## src/hdl/sadsr_pkg.sv

```systemverilog
// Shared types, codes and constants of the sawtooth/ADSR note sequencer.
package sadsr_pkg;

	localparam int SONG_DEPTH_DEF = 16;

	localparam logic [1:0] FUNC_SAMPLE   = 2'd0;
	localparam logic [1:0] FUNC_ENVELOPE = 2'd1;
	localparam logic [1:0] FUNC_WRITE    = 2'd2;

	localparam logic [15:0] PHASE_LIMIT = 16'd32768;
	localparam logic [15:0] END_PITCH   = 16'hFFFF;
	localparam logic [15:0] PITCH_RESET = 16'd231;

	// Step numerator of the attack; decay and release use half of it.
	localparam int ATTACK_NUM = 256;
	localparam int DIV_STEPS  = 9;

	typedef struct packed {
		logic [15:0] pitch;
		logic [15:0] attack;
		logic [15:0] decay;
		logic [15:0] sustain;
		logic [15:0] rel;
	} song_entry_t;

	typedef enum logic [3:0] {
		ST_IDLE,
		ST_SAMP_ADD,
		ST_SAMP_MUL,
		ST_WRITE,
		ST_ENV,
		ST_LOAD,
		ST_DIV_A_GO,
		ST_DIV_A_WAIT,
		ST_DIV_D_GO,
		ST_DIV_D_WAIT,
		ST_DIV_R_GO,
		ST_DIV_R_WAIT,
		ST_DONE
	} ctrl_state_t;

	typedef enum logic [1:0] {
		DIV_ATTACK,
		DIV_DECAY,
		DIV_RELEASE
	} div_sel_t;

	typedef struct packed {
		logic     capture;
		logic     phase_upd;
		logic     level_upd;
		logic     mem_wr;
		logic     env_upd;
		logic     load;
		logic     div_start;
		logic     div_store;
		div_sel_t div_sel;
		logic     out_load;
	} ctrl_cmd_t;

	typedef struct packed {
		logic ended;
		logic rem_le1;
		logic div_done;
		logic out_free;
	} dp_status_t;

endpackage

```

## src/hdl/sadsr_div.sv

```systemverilog
// Restoring divider: fixed numerator 256 over a 16-bit divisor, one quotient bit a cycle.
module sadsr_div (
	input  logic        clk,
	input  logic        arst_n,
	input  logic        start,
	input  logic [15:0] divisor,
	output logic        done,
	output logic [8:0]  quotient
);
	import sadsr_pkg::*;

	logic [15:0] den_q;
	logic [15:0] rem_q;
	logic [8:0]  num_q;
	logic [8:0]  quo_q;
	logic [3:0]  cnt_q;
	logic        busy_q;
	logic        done_q;
	logic [16:0] trial;
	logic [16:0] diff;
	logic        fits;

	assign trial = {rem_q, num_q[8]};
	assign fits  = trial >= {1'b0, den_q};
	assign diff  = trial - {1'b0, den_q};

	always_ff @(posedge clk or negedge arst_n) begin
		if (!arst_n) begin
			busy_q <= 1'b0;
			done_q <= 1'b0;
			cnt_q  <= '0;
		end else begin
			done_q <= 1'b0;
			if (start) begin
				busy_q <= 1'b1;
				cnt_q  <= 4'(DIV_STEPS);
			end else if (busy_q) begin
				cnt_q <= cnt_q - 4'd1;
				if (cnt_q == 4'd1) begin
					busy_q <= 1'b0;
					done_q <= 1'b1;
				end
			end
		end
	end

	always_ff @(posedge clk) begin
		if (start) begin
			den_q <= divisor;
			rem_q <= '0;
			num_q <= 9'(ATTACK_NUM);
			quo_q <= '0;
		end else if (busy_q) begin
			rem_q <= fits ? diff[15:0] : trial[15:0];
			num_q <= {num_q[7:0], 1'b0};
			quo_q <= {quo_q[7:0], fits};
		end
	end

	// divide by zero gives a zero step
	assign quotient = (den_q == 16'd0) ? 9'd0 : quo_q;
	assign done     = done_q;

endmodule

```

## src/hdl/sadsr_dp.sv

```systemverilog
// Datapath: phase accumulator, envelope, song table, step divider and result register.
module sadsr_dp #(
	parameter int SONG_DEPTH = sadsr_pkg::SONG_DEPTH_DEF
) (
	input  logic                  clk,
	input  logic                  arst_n,
	input  sadsr_pkg::ctrl_cmd_t  cmd,
	output sadsr_pkg::dp_status_t status,
	input  logic [3:0]            entry_index,
	input  logic [15:0]           pitch_step,
	input  logic [15:0]           attack_len,
	input  logic [15:0]           decay_len,
	input  logic [15:0]           sustain_len,
	input  logic [15:0]           release_len,
	input  logic                  out_stall,
	output logic                  out_valid,
	output logic [7:0]            level,
	output logic                  note_active,
	output logic                  song_ended
);
	import sadsr_pkg::*;

	localparam int POS_W = (SONG_DEPTH > 1) ? $clog2(SONG_DEPTH) : 1;

	// captured transaction
	logic [3:0]  item_idx_q;
	song_entry_t item_q;

	// tone and envelope state
	logic [15:0] phase_q;
	logic [7:0]  amp_q;
	logic [7:0]  rem_q;
	logic [15:0] pitch_q;
	logic [7:0]  att_step_q;
	logic [7:0]  dec_step_q;
	logic [7:0]  rel_step_q;
	logic [15:0] cur_attack_q;
	logic [15:0] cur_decay_q;
	logic [15:0] cur_release_q;
	logic [16:0] cur_ad_q;
	logic [17:0] cur_ads_q;
	logic [POS_W-1:0] pos_q;
	logic        ended_q;
	logic [7:0]  level_q;

	// song table
	logic [79:0] mem [SONG_DEPTH];
	logic [79:0] rd_q;
	song_entry_t rd_entry;
	logic        idx_ok;

	// result register
	logic        out_valid_q;
	logic [7:0]  out_level_q;
	logic        out_active_q;
	logic        out_ended_q;

	logic [15:0] phase_sum;
	logic [15:0] prod;
	logic        rem_nz;
	logic        lt_a, gt_a, lt_ad, gt_ads;
	logic [15:0] div_den;
	logic        div_done;
	logic [8:0]  div_quo;

	assign rd_entry = song_entry_t'(rd_q);
	assign rem_nz   = rem_q != 8'd0;
	assign idx_ok   = {5'd0, item_idx_q} < 9'(SONG_DEPTH);

	assign phase_sum = phase_q + pitch_q;
	assign prod      = 16'(phase_q[14:7]) * 16'(amp_q);

	assign lt_a   = {8'd0, rem_q} < cur_attack_q;
	assign gt_a   = {8'd0, rem_q} > cur_attack_q;
	assign lt_ad  = {9'd0, rem_q} < cur_ad_q;
	assign gt_ads = {10'd0, rem_q} > cur_ads_q;

	always_comb begin
		case (cmd.div_sel)
			DIV_ATTACK:  div_den = cur_attack_q;
			DIV_DECAY:   div_den = cur_decay_q;
			DIV_RELEASE: div_den = cur_release_q;
			default:     div_den = cur_attack_q;
		endcase
	end

	sadsr_div u_div (
		.clk      (clk),
		.arst_n   (arst_n),
		.start    (cmd.div_start),
		.divisor  (div_den),
		.done     (div_done),
		.quotient (div_quo)
	);

	always_ff @(posedge clk) begin
		if (cmd.capture) begin
			item_idx_q <= entry_index;
			item_q     <= '{pitch_step, attack_len, decay_len, sustain_len, release_len};
		end
	end

	always_ff @(posedge clk) begin
		if (cmd.mem_wr && idx_ok)
			mem[POS_W'(item_idx_q)] <= item_q;
		rd_q <= mem[pos_q];
	end

	always_ff @(posedge clk or negedge arst_n) begin
		if (!arst_n) begin
			phase_q       <= '0;
			amp_q         <= '0;
			rem_q         <= '0;
			pitch_q       <= PITCH_RESET;
			att_step_q    <= '0;
			dec_step_q    <= '0;
			rel_step_q    <= '0;
			cur_attack_q  <= '0;
			cur_decay_q   <= '0;
			cur_release_q <= '0;
			cur_ad_q      <= '0;
			cur_ads_q     <= '0;
			pos_q         <= '0;
			ended_q       <= 1'b0;
			level_q       <= '0;
		end else begin
			if (cmd.phase_upd && rem_nz)
				phase_q <= (phase_sum > PHASE_LIMIT) ? 16'd0 : phase_sum;
			if (cmd.level_upd)
				level_q <= rem_nz ? prod[15:8] : 8'd0;
			if (cmd.env_upd && rem_nz) begin
				// attack, decay and release windows never overlap
				if (lt_a)
					amp_q <= amp_q + att_step_q;
				else if (gt_a && lt_ad)
					amp_q <= amp_q - dec_step_q;
				else if (gt_ads)
					amp_q <= amp_q - rel_step_q;
				rem_q <= rem_q - 8'd1;
			end
			if (cmd.load) begin
				if (rd_entry.pitch == END_PITCH)
					ended_q <= 1'b1;
				rem_q         <= rd_entry.attack[7:0] + rd_entry.decay[7:0]
				                 + rd_entry.sustain[7:0] + rd_entry.rel[7:0];
				amp_q         <= '0;
				pitch_q       <= rd_entry.pitch;
				cur_attack_q  <= rd_entry.attack;
				cur_decay_q   <= rd_entry.decay;
				cur_release_q <= rd_entry.rel;
				cur_ad_q      <= {1'b0, rd_entry.attack} + {1'b0, rd_entry.decay};
				cur_ads_q     <= {2'b0, rd_entry.attack} + {2'b0, rd_entry.decay}
				                 + {2'b0, rd_entry.sustain};
				pos_q         <= (pos_q == POS_W'(SONG_DEPTH - 1)) ? '0 : pos_q + POS_W'(1);
			end
			if (cmd.div_store) begin
				case (cmd.div_sel)
					DIV_ATTACK:  att_step_q <= div_quo[7:0];
					DIV_DECAY:   dec_step_q <= div_quo[8:1];
					DIV_RELEASE: rel_step_q <= div_quo[8:1];
					default:     att_step_q <= div_quo[7:0];
				endcase
			end
		end
	end

	always_ff @(posedge clk or negedge arst_n) begin
		if (!arst_n) begin
			out_valid_q <= 1'b0;
		end else if (cmd.out_load) begin
			out_valid_q <= 1'b1;
		end else if (!out_stall) begin
			out_valid_q <= 1'b0;
		end
	end

	always_ff @(posedge clk) begin
		if (cmd.out_load) begin
			out_level_q  <= level_q;
			out_active_q <= rem_nz;
			out_ended_q  <= ended_q;
		end
	end

	assign status.ended    = ended_q;
	assign status.rem_le1  = rem_q <= 8'd1;
	assign status.div_done = div_done;
	assign status.out_free = !out_valid_q || !out_stall;

	assign out_valid   = out_valid_q;
	assign level       = out_level_q;
	assign note_active = out_active_q;
	assign song_ended  = out_ended_q;

endmodule

```

## src/hdl/sadsr_ctrl.sv

```systemverilog
// Controller state machine sequencing the datapath for each transaction.
module sadsr_ctrl (
	input  logic                  clk,
	input  logic                  arst_n,
	input  logic                  in_valid,
	input  logic [1:0]            func,
	input  sadsr_pkg::dp_status_t status,
	output sadsr_pkg::ctrl_cmd_t  cmd,
	output logic                  in_stall
);
	import sadsr_pkg::*;

	ctrl_state_t state_q;
	ctrl_state_t state_d;

	always_ff @(posedge clk or negedge arst_n) begin
		if (!arst_n)
			state_q <= ST_IDLE;
		else
			state_q <= state_d;
	end

	always_comb begin
		state_d = state_q;
		case (state_q)
			ST_IDLE: begin
				if (in_valid) begin
					case (func)
						FUNC_SAMPLE:   state_d = ST_SAMP_ADD;
						FUNC_ENVELOPE: state_d = status.ended ? ST_DONE : ST_ENV;
						FUNC_WRITE:    state_d = ST_WRITE;
						default:       state_d = ST_DONE;
					endcase
				end
			end
			ST_SAMP_ADD:   state_d = ST_SAMP_MUL;
			ST_SAMP_MUL:   state_d = ST_DONE;
			ST_WRITE:      state_d = ST_DONE;
			ST_ENV:        state_d = status.rem_le1 ? ST_LOAD : ST_DONE;
			ST_LOAD:       state_d = ST_DIV_A_GO;
			ST_DIV_A_GO:   state_d = ST_DIV_A_WAIT;
			ST_DIV_A_WAIT: if (status.div_done) state_d = ST_DIV_D_GO;
			ST_DIV_D_GO:   state_d = ST_DIV_D_WAIT;
			ST_DIV_D_WAIT: if (status.div_done) state_d = ST_DIV_R_GO;
			ST_DIV_R_GO:   state_d = ST_DIV_R_WAIT;
			ST_DIV_R_WAIT: if (status.div_done) state_d = ST_DONE;
			ST_DONE:       if (status.out_free) state_d = ST_IDLE;
			default:       state_d = ST_IDLE;
		endcase
	end

	always_comb begin
		cmd      = '0;
		in_stall = 1'b1;
		case (state_q)
			ST_IDLE: begin
				in_stall    = 1'b0;
				cmd.capture = in_valid;
			end
			ST_SAMP_ADD: cmd.phase_upd = 1'b1;
			ST_SAMP_MUL: cmd.level_upd = 1'b1;
			ST_WRITE:    cmd.mem_wr    = 1'b1;
			ST_ENV:      cmd.env_upd   = 1'b1;
			ST_LOAD:     cmd.load      = 1'b1;
			ST_DIV_A_GO: begin
				cmd.div_sel   = DIV_ATTACK;
				cmd.div_start = 1'b1;
			end
			ST_DIV_A_WAIT: begin
				cmd.div_sel   = DIV_ATTACK;
				cmd.div_store = status.div_done;
			end
			ST_DIV_D_GO: begin
				cmd.div_sel   = DIV_DECAY;
				cmd.div_start = 1'b1;
			end
			ST_DIV_D_WAIT: begin
				cmd.div_sel   = DIV_DECAY;
				cmd.div_store = status.div_done;
			end
			ST_DIV_R_GO: begin
				cmd.div_sel   = DIV_RELEASE;
				cmd.div_start = 1'b1;
			end
			ST_DIV_R_WAIT: begin
				cmd.div_sel   = DIV_RELEASE;
				cmd.div_store = status.div_done;
			end
			ST_DONE:     cmd.out_load = status.out_free;
			default:     cmd = '0;
		endcase
	end

endmodule

```

## src/hdl/sawtooth_adsr_note_sequencer.sv

```systemverilog
// Top level of the sawtooth tone generator with ADSR envelope and song table.
//
// One transaction in gives exactly one result transaction out, showing the state after it.
// func selects the work: a sample tick advances the sawtooth phase by the current
// pitch (clearing it above 32768) and produces level = top byte of
// (phase[14:7] * amplitude), or 0 when no note is active; an envelope tick steps
// the amplitude through attack/decay/release and counts the note down, loading
// the next song table entry when the count reaches zero; a write stores one
// entry of the song table (slots at or beyond SONG_DEPTH are ignored). An entry
// with pitch 65535 ends the song; envelope ticks are then ignored. The song table
// is not cleared at reset: every slot the song reaches must be written first.
// Timing: one transaction at a time, input stalled until the result is handed to
// the output register. Writes store the entry, unknown codes and envelope ticks after
// the end of the song go straight to the result, sample ticks do the phase add, then
// the 8x8 multiply, and other envelope ticks step the envelope; a tick that loads a
// note also works out the three envelope steps in turn on one shared restoring divider at
// 9 quotient bits each. A stalled output holds the transaction until the output register
// is free; a result waiting there does not stop the next transaction being accepted.
module sawtooth_adsr_note_sequencer #(
	parameter int SONG_DEPTH = sadsr_pkg::SONG_DEPTH_DEF
) (
	input  logic        clk,
	input  logic        arst_n,
	input  logic        in_valid,
	output logic        in_stall,
	input  logic [1:0]  func,
	input  logic [3:0]  entry_index,
	input  logic [15:0] pitch_step,
	input  logic [15:0] attack_len,
	input  logic [15:0] decay_len,
	input  logic [15:0] sustain_len,
	input  logic [15:0] release_len,
	output logic        out_valid,
	input  logic        out_stall,
	output logic [7:0]  level,
	output logic        note_active,
	output logic        song_ended
);
	import sadsr_pkg::*;

	ctrl_cmd_t  cmd;
	dp_status_t status;

	// sequencing: one state per datapath step
	sadsr_ctrl u_ctrl (
		.clk      (clk),
		.arst_n   (arst_n),
		.in_valid (in_valid),
		.func     (func),
		.status   (status),
		.cmd      (cmd),
		.in_stall (in_stall)
	);

	// tone state, envelope, song table and output register
	sadsr_dp #(
		.SONG_DEPTH (SONG_DEPTH)
	) u_dp (
		.clk         (clk),
		.arst_n      (arst_n),
		.cmd         (cmd),
		.status      (status),
		.entry_index (entry_index),
		.pitch_step  (pitch_step),
		.attack_len  (attack_len),
		.decay_len   (decay_len),
		.sustain_len (sustain_len),
		.release_len (release_len),
		.out_stall   (out_stall),
		.out_valid   (out_valid),
		.level       (level),
		.note_active (note_active),
		.song_ended  (song_ended)
	);

endmodule
```

## config.mk

```make
export PLATFORM = sky130hd
export DESIGN_NAME = sawtooth_adsr_note_sequencer
export DESIGN_NICKNAME = d
export VERILOG_FILES = /design/src/hdl/sadsr_pkg.sv /design/src/hdl/sadsr_div.sv /design/src/hdl/sadsr_dp.sv /design/src/hdl/sadsr_ctrl.sv /design/src/hdl/sawtooth_adsr_note_sequencer.sv
export SDC_FILE = /design/constraint.sdc
export NUM_CORES = 2
export LEC_CHECK = 0
export ABC_AREA = 0
export BUFFER_PORTS_ARGS = -buffer_cell sky130_fd_sc_hd__buf_4
export CAP_MARGIN = 20
export CORE_MARGIN = 5
export CORE_UTILIZATION = 35
export CTS_CLUSTER_SIZE = 16
export DETAILED_ROUTE_END_ITERATION = 10
export GPL_TIMING_DRIVEN = 1
export HOLD_SLACK_MARGIN = 0.05
export MAX_ROUTING_LAYER = met4
export PLACE_DENSITY_LB_ADDON = 0.2
export SLEW_MARGIN = 20
export SYNTH_ARGS = -nofsm -noshare
export SYNTH_HDL_FRONTEND = slang
export SYNTH_SLANG_ARGS = --single-unit
```

## constraint.sdc

```tcl
create_clock -name clk -period 9 [get_ports clk]
set_clock_uncertainty 0.05 [all_clocks]
set_input_delay 0.9 -clock clk [delete_from_list [all_inputs] [get_ports clk]]
set_output_delay 0.9 -clock clk [all_outputs]
set_load 0.1 [all_outputs]
```

==> results.md <==
- Status: finished clean
- CP max stage cell: fa_1
- Crit path cell chain: and2_1 -> fa_1 -> fa_1 -> fa_1 -> inv_1 -> fa_1 -> inv_1 -> ha_1 -> and3_1 -> a21oi_1 -> o21ai_1 -> o41ai_4 -> o211ai_2 -> o21a_1 -> o41ai_1
- Main flop type after synthesis: edfxtp_1
- Max VDD drop: 229 µV
- Critical hold path startpoint: attack_len[1]
- Initial Util: 0.351
- Ports: roughly 100
- Final Net Count: roughly 4200
- Synth area leaders: edfxtp_1, mux4_2, dfrtp_1
- Synth Instances: between 3000 and 4000
- Clock transition at the registers of the reported paths: around 60 ps
- Routability cong.: 0.814
- Most frequent cells in the layout: edfxtp_1, mux4_2, nand2_1
- WHS Path Cells: 1
- Post-layout util: 0.402
- DRT Wirelength: approximately 170000 µm
- Period minus WS final: about 4700 ps
- Worst hold path type: input pin to register
- Final Cell Area: 78100 µm²
- Critical Path Max Stage Delay: about 500 ps
- Commonest non-fill, non-tap cell in the layout: edfxtp_1
- Post-DP HPWL: ~96000 µm
- CTS tree: done
- Final Hold Viols: 0
- Die ar.: about 200000 µm²
- WS Path Type: register to register
- # fillers: 17412
- Top cell by count, worst path: fa_1
- Clk Latency, worst-skew pair: between 800 and 900 ps
- Syn nets: 4017
- Post-route ant nets: 0
- Area leader, netlist: edfxtp_1
- Worst slack, placed: roughly 4300 ps
- Share of cells above drive strength 1: 0.220
- RSZ-0062 raised after global routing: no
- Port Buf Inserts: a little over 100
- Synth Area in Compound Gates: 0.0393
- Largest family of logic cells by synthesized area: multiplexers
- Worst endpoint data arrival time: about 5300 ps
- Non-Filler Instances: 6624
- DRT iter0 DRCs: between 2000 and 3000
- Routed WL per cell: between 20 and 30 µm
- Core Region: a little under 200000 µm²
- Relative slew margins: 0.337
- Layout overhead on the synthesized area: 14.7%
- Hold Worst Slack: roughly 180 ps
- Number of synthesized register bits: between 1500 and 2000
- Htree depth: 4
- Die Ht: roughly 450 µm
- Share of the synthesized area in the top cell type: 0.613
- Mux cell area share after synthesis: 0.139
- Simple-gate share of the synthesized area: 0.0450
- Vias in the first global route: around 36000
- Seq/Total Area, Yosys: 0.710
- FMAX: 214 MHz
- Startpoint Class: register
- Max-Cap Viols: 0
- GRT Overall Usage: 0.169
- Final period util: 0.519
- Via count: roughly 34000
- Post-route setup TNS: 0 ps
- Row cnt: between 150 and 200
- Initial antenna violation count: 6
- Synthesized area: 68100 µm²
- Final Total Pwr: approximately 26 mW
- Final worst slack: 4330 ps
- DRC: 0
- Largest fanout on the critical path: 10
- Post-Synth XOR/XNOR Area: 0.00926
- R2R cell count: 15
- Hold Path End: u_dp.item_q[49]
- Reg-to-Reg Start: u_dp.amp_q[2]
- TritonCTS Buffers: between 150 and 200
- First-pass GRT wire length: roughly 250000 µm
- Post-CTS Setup Bufs: 0
- Crit end category: register
- Least-Margin Pin Slew: between 900 and 1000 ps
- DRT Pass-1 Iters: 6
- Area post-placement: about 72000 µm²
- Power per cell area: 333 nW/µm²
- Internal reg-to-reg setup slack: about 4300 ps
- Synth cell types: 99
- Via density: between 5 and 6
- Grt total ovfl: 0
- Placed Instances: roughly 6300
- Adder-cell share of the synthesized area: 0.0418
- Avg Cell Area, Syn: ~18 µm²
- CTS sink count: between 1500 and 2000
- Share of flip-flops with an asynchronous set or reset: 0.107
- Clock buffer depth: 3
- Pins Over Slew Limit: 0
- Pin count of the biggest net entering global routing: roughly 100
- Root buffer cell: clkbuf_16
- Required @ worst endpoint: 9630 ps
- Synth warn: 0
- Leak: around 27 nW
- R2r endpoint: u_dp.level_q[6]
- Final Setup Violations: 0
- Die X: between 400 and 500 µm
- Post-synth EDFFs: 1390
synth_stat cells (17+ instances only):
cell / count
a21oi_1: 83
buf_2: 17
o21a_1: 19
o21ai_0: 112
inv_1: 123
dfrtp_1: 173
xor2_1: 33
and2_1: 55
nor2_1: 106
xnor2_1: 39
nand2_1: 345
ha_1: 141
dfxtp_1: 106
fa_1: 54
a21o_1: 24
nand3_1: 24
edfxtp_1: 1390
mux4_2: 400
nor3_1: 29
mux2i_1: 39
buf_1: 24
and3_1: 17
nand2b_1: 18
clkbuf_1: 104
o21ai_1: 24
power breakdown:
group	leakage [nW]	switching (mW)	internal, mW
sequential	15.7	0.928	9.26
clock	2.86	3.13	4.15
combinational	8.16	4.61	3.91
total	26.7	8.67	17.3
worst max-delay path: cells and delay by family (launching register included):
family,cells,cell delay [ps]
and+or+nand+nor,2,400
adders and majority gates,5,2290
buffers and inverters,2,90
AOI/OAI and AO/OA,6,1230
DFF,1,500
cell type report:
class,count,area (µm²),share of cell area
Multi-Input combinational cell,1782,18800,0.241
Sequential cell,1675,48400,0.619
Timing Repair Buffer,165,1360,0.0173
Antenna cell,1,2.50,0.0000320
Clock buffer,247,4980,0.0637
Tap cell,2542,3180,0.0407
Inverter,124,465,0.00596
Clock inverter,88,962,0.0123
registers in the layout, summed over array words and instances (netlist names), 17 cells and up:
register / flops
u_dp.cur_ad_q: 17
u_dp.cur_ads_q: 18
u_dp.item_q: 80
u_dp.mem: 1280
u_dp.rd_entry: 80
per-layer routing:
layer,global-route usage,up-vias,part of all wire
met2,0.265,699,0.48
met5,-,-,0
li1,-,15102,-
met3,0.0261,187,0.044
met1,0.236,18044,0.46
met4,0.0338,0,0.016
how the worst max path moves through the flow:
stage / from / end / slack [ps] / cells past startpoint
after CTS: u_dp.amp_q[2] / u_dp.level_q[6] / 4270 / 15
after global placement: u_dp.amp_q[2] / u_dp.level_q[6] / 4280 / 15
after global routing: u_dp.phase_q[10] / u_dp.level_q[6] / 4030 / 15
final: u_dp.amp_q[2] / u_dp.level_q[6] / 4330 / 15
after detailed placement: u_dp.amp_q[2] / u_dp.level_q[6] / 4300 / 15
after floorplan: u_ctrl.state_q[2] / u_dp.mem[0][0] / 1540 / 5
repair_timing:
item / in CTS / in global routing
hold buffers: 1 / 0
resized for setup: 0 / 0
endpoints found under the hold margin: 32 / 0
cell families after synthesis:
| group | after synthesis |
|---|---|
| compound gates | 400 |
| xor+xnor | 72 |
| fa+ha+maj | 195 |
| buf+inv | 275 |
| flops | 1675 |
| mux | 444 |
| simple gates | 671 |
Power figures use the tool's default switching activity.
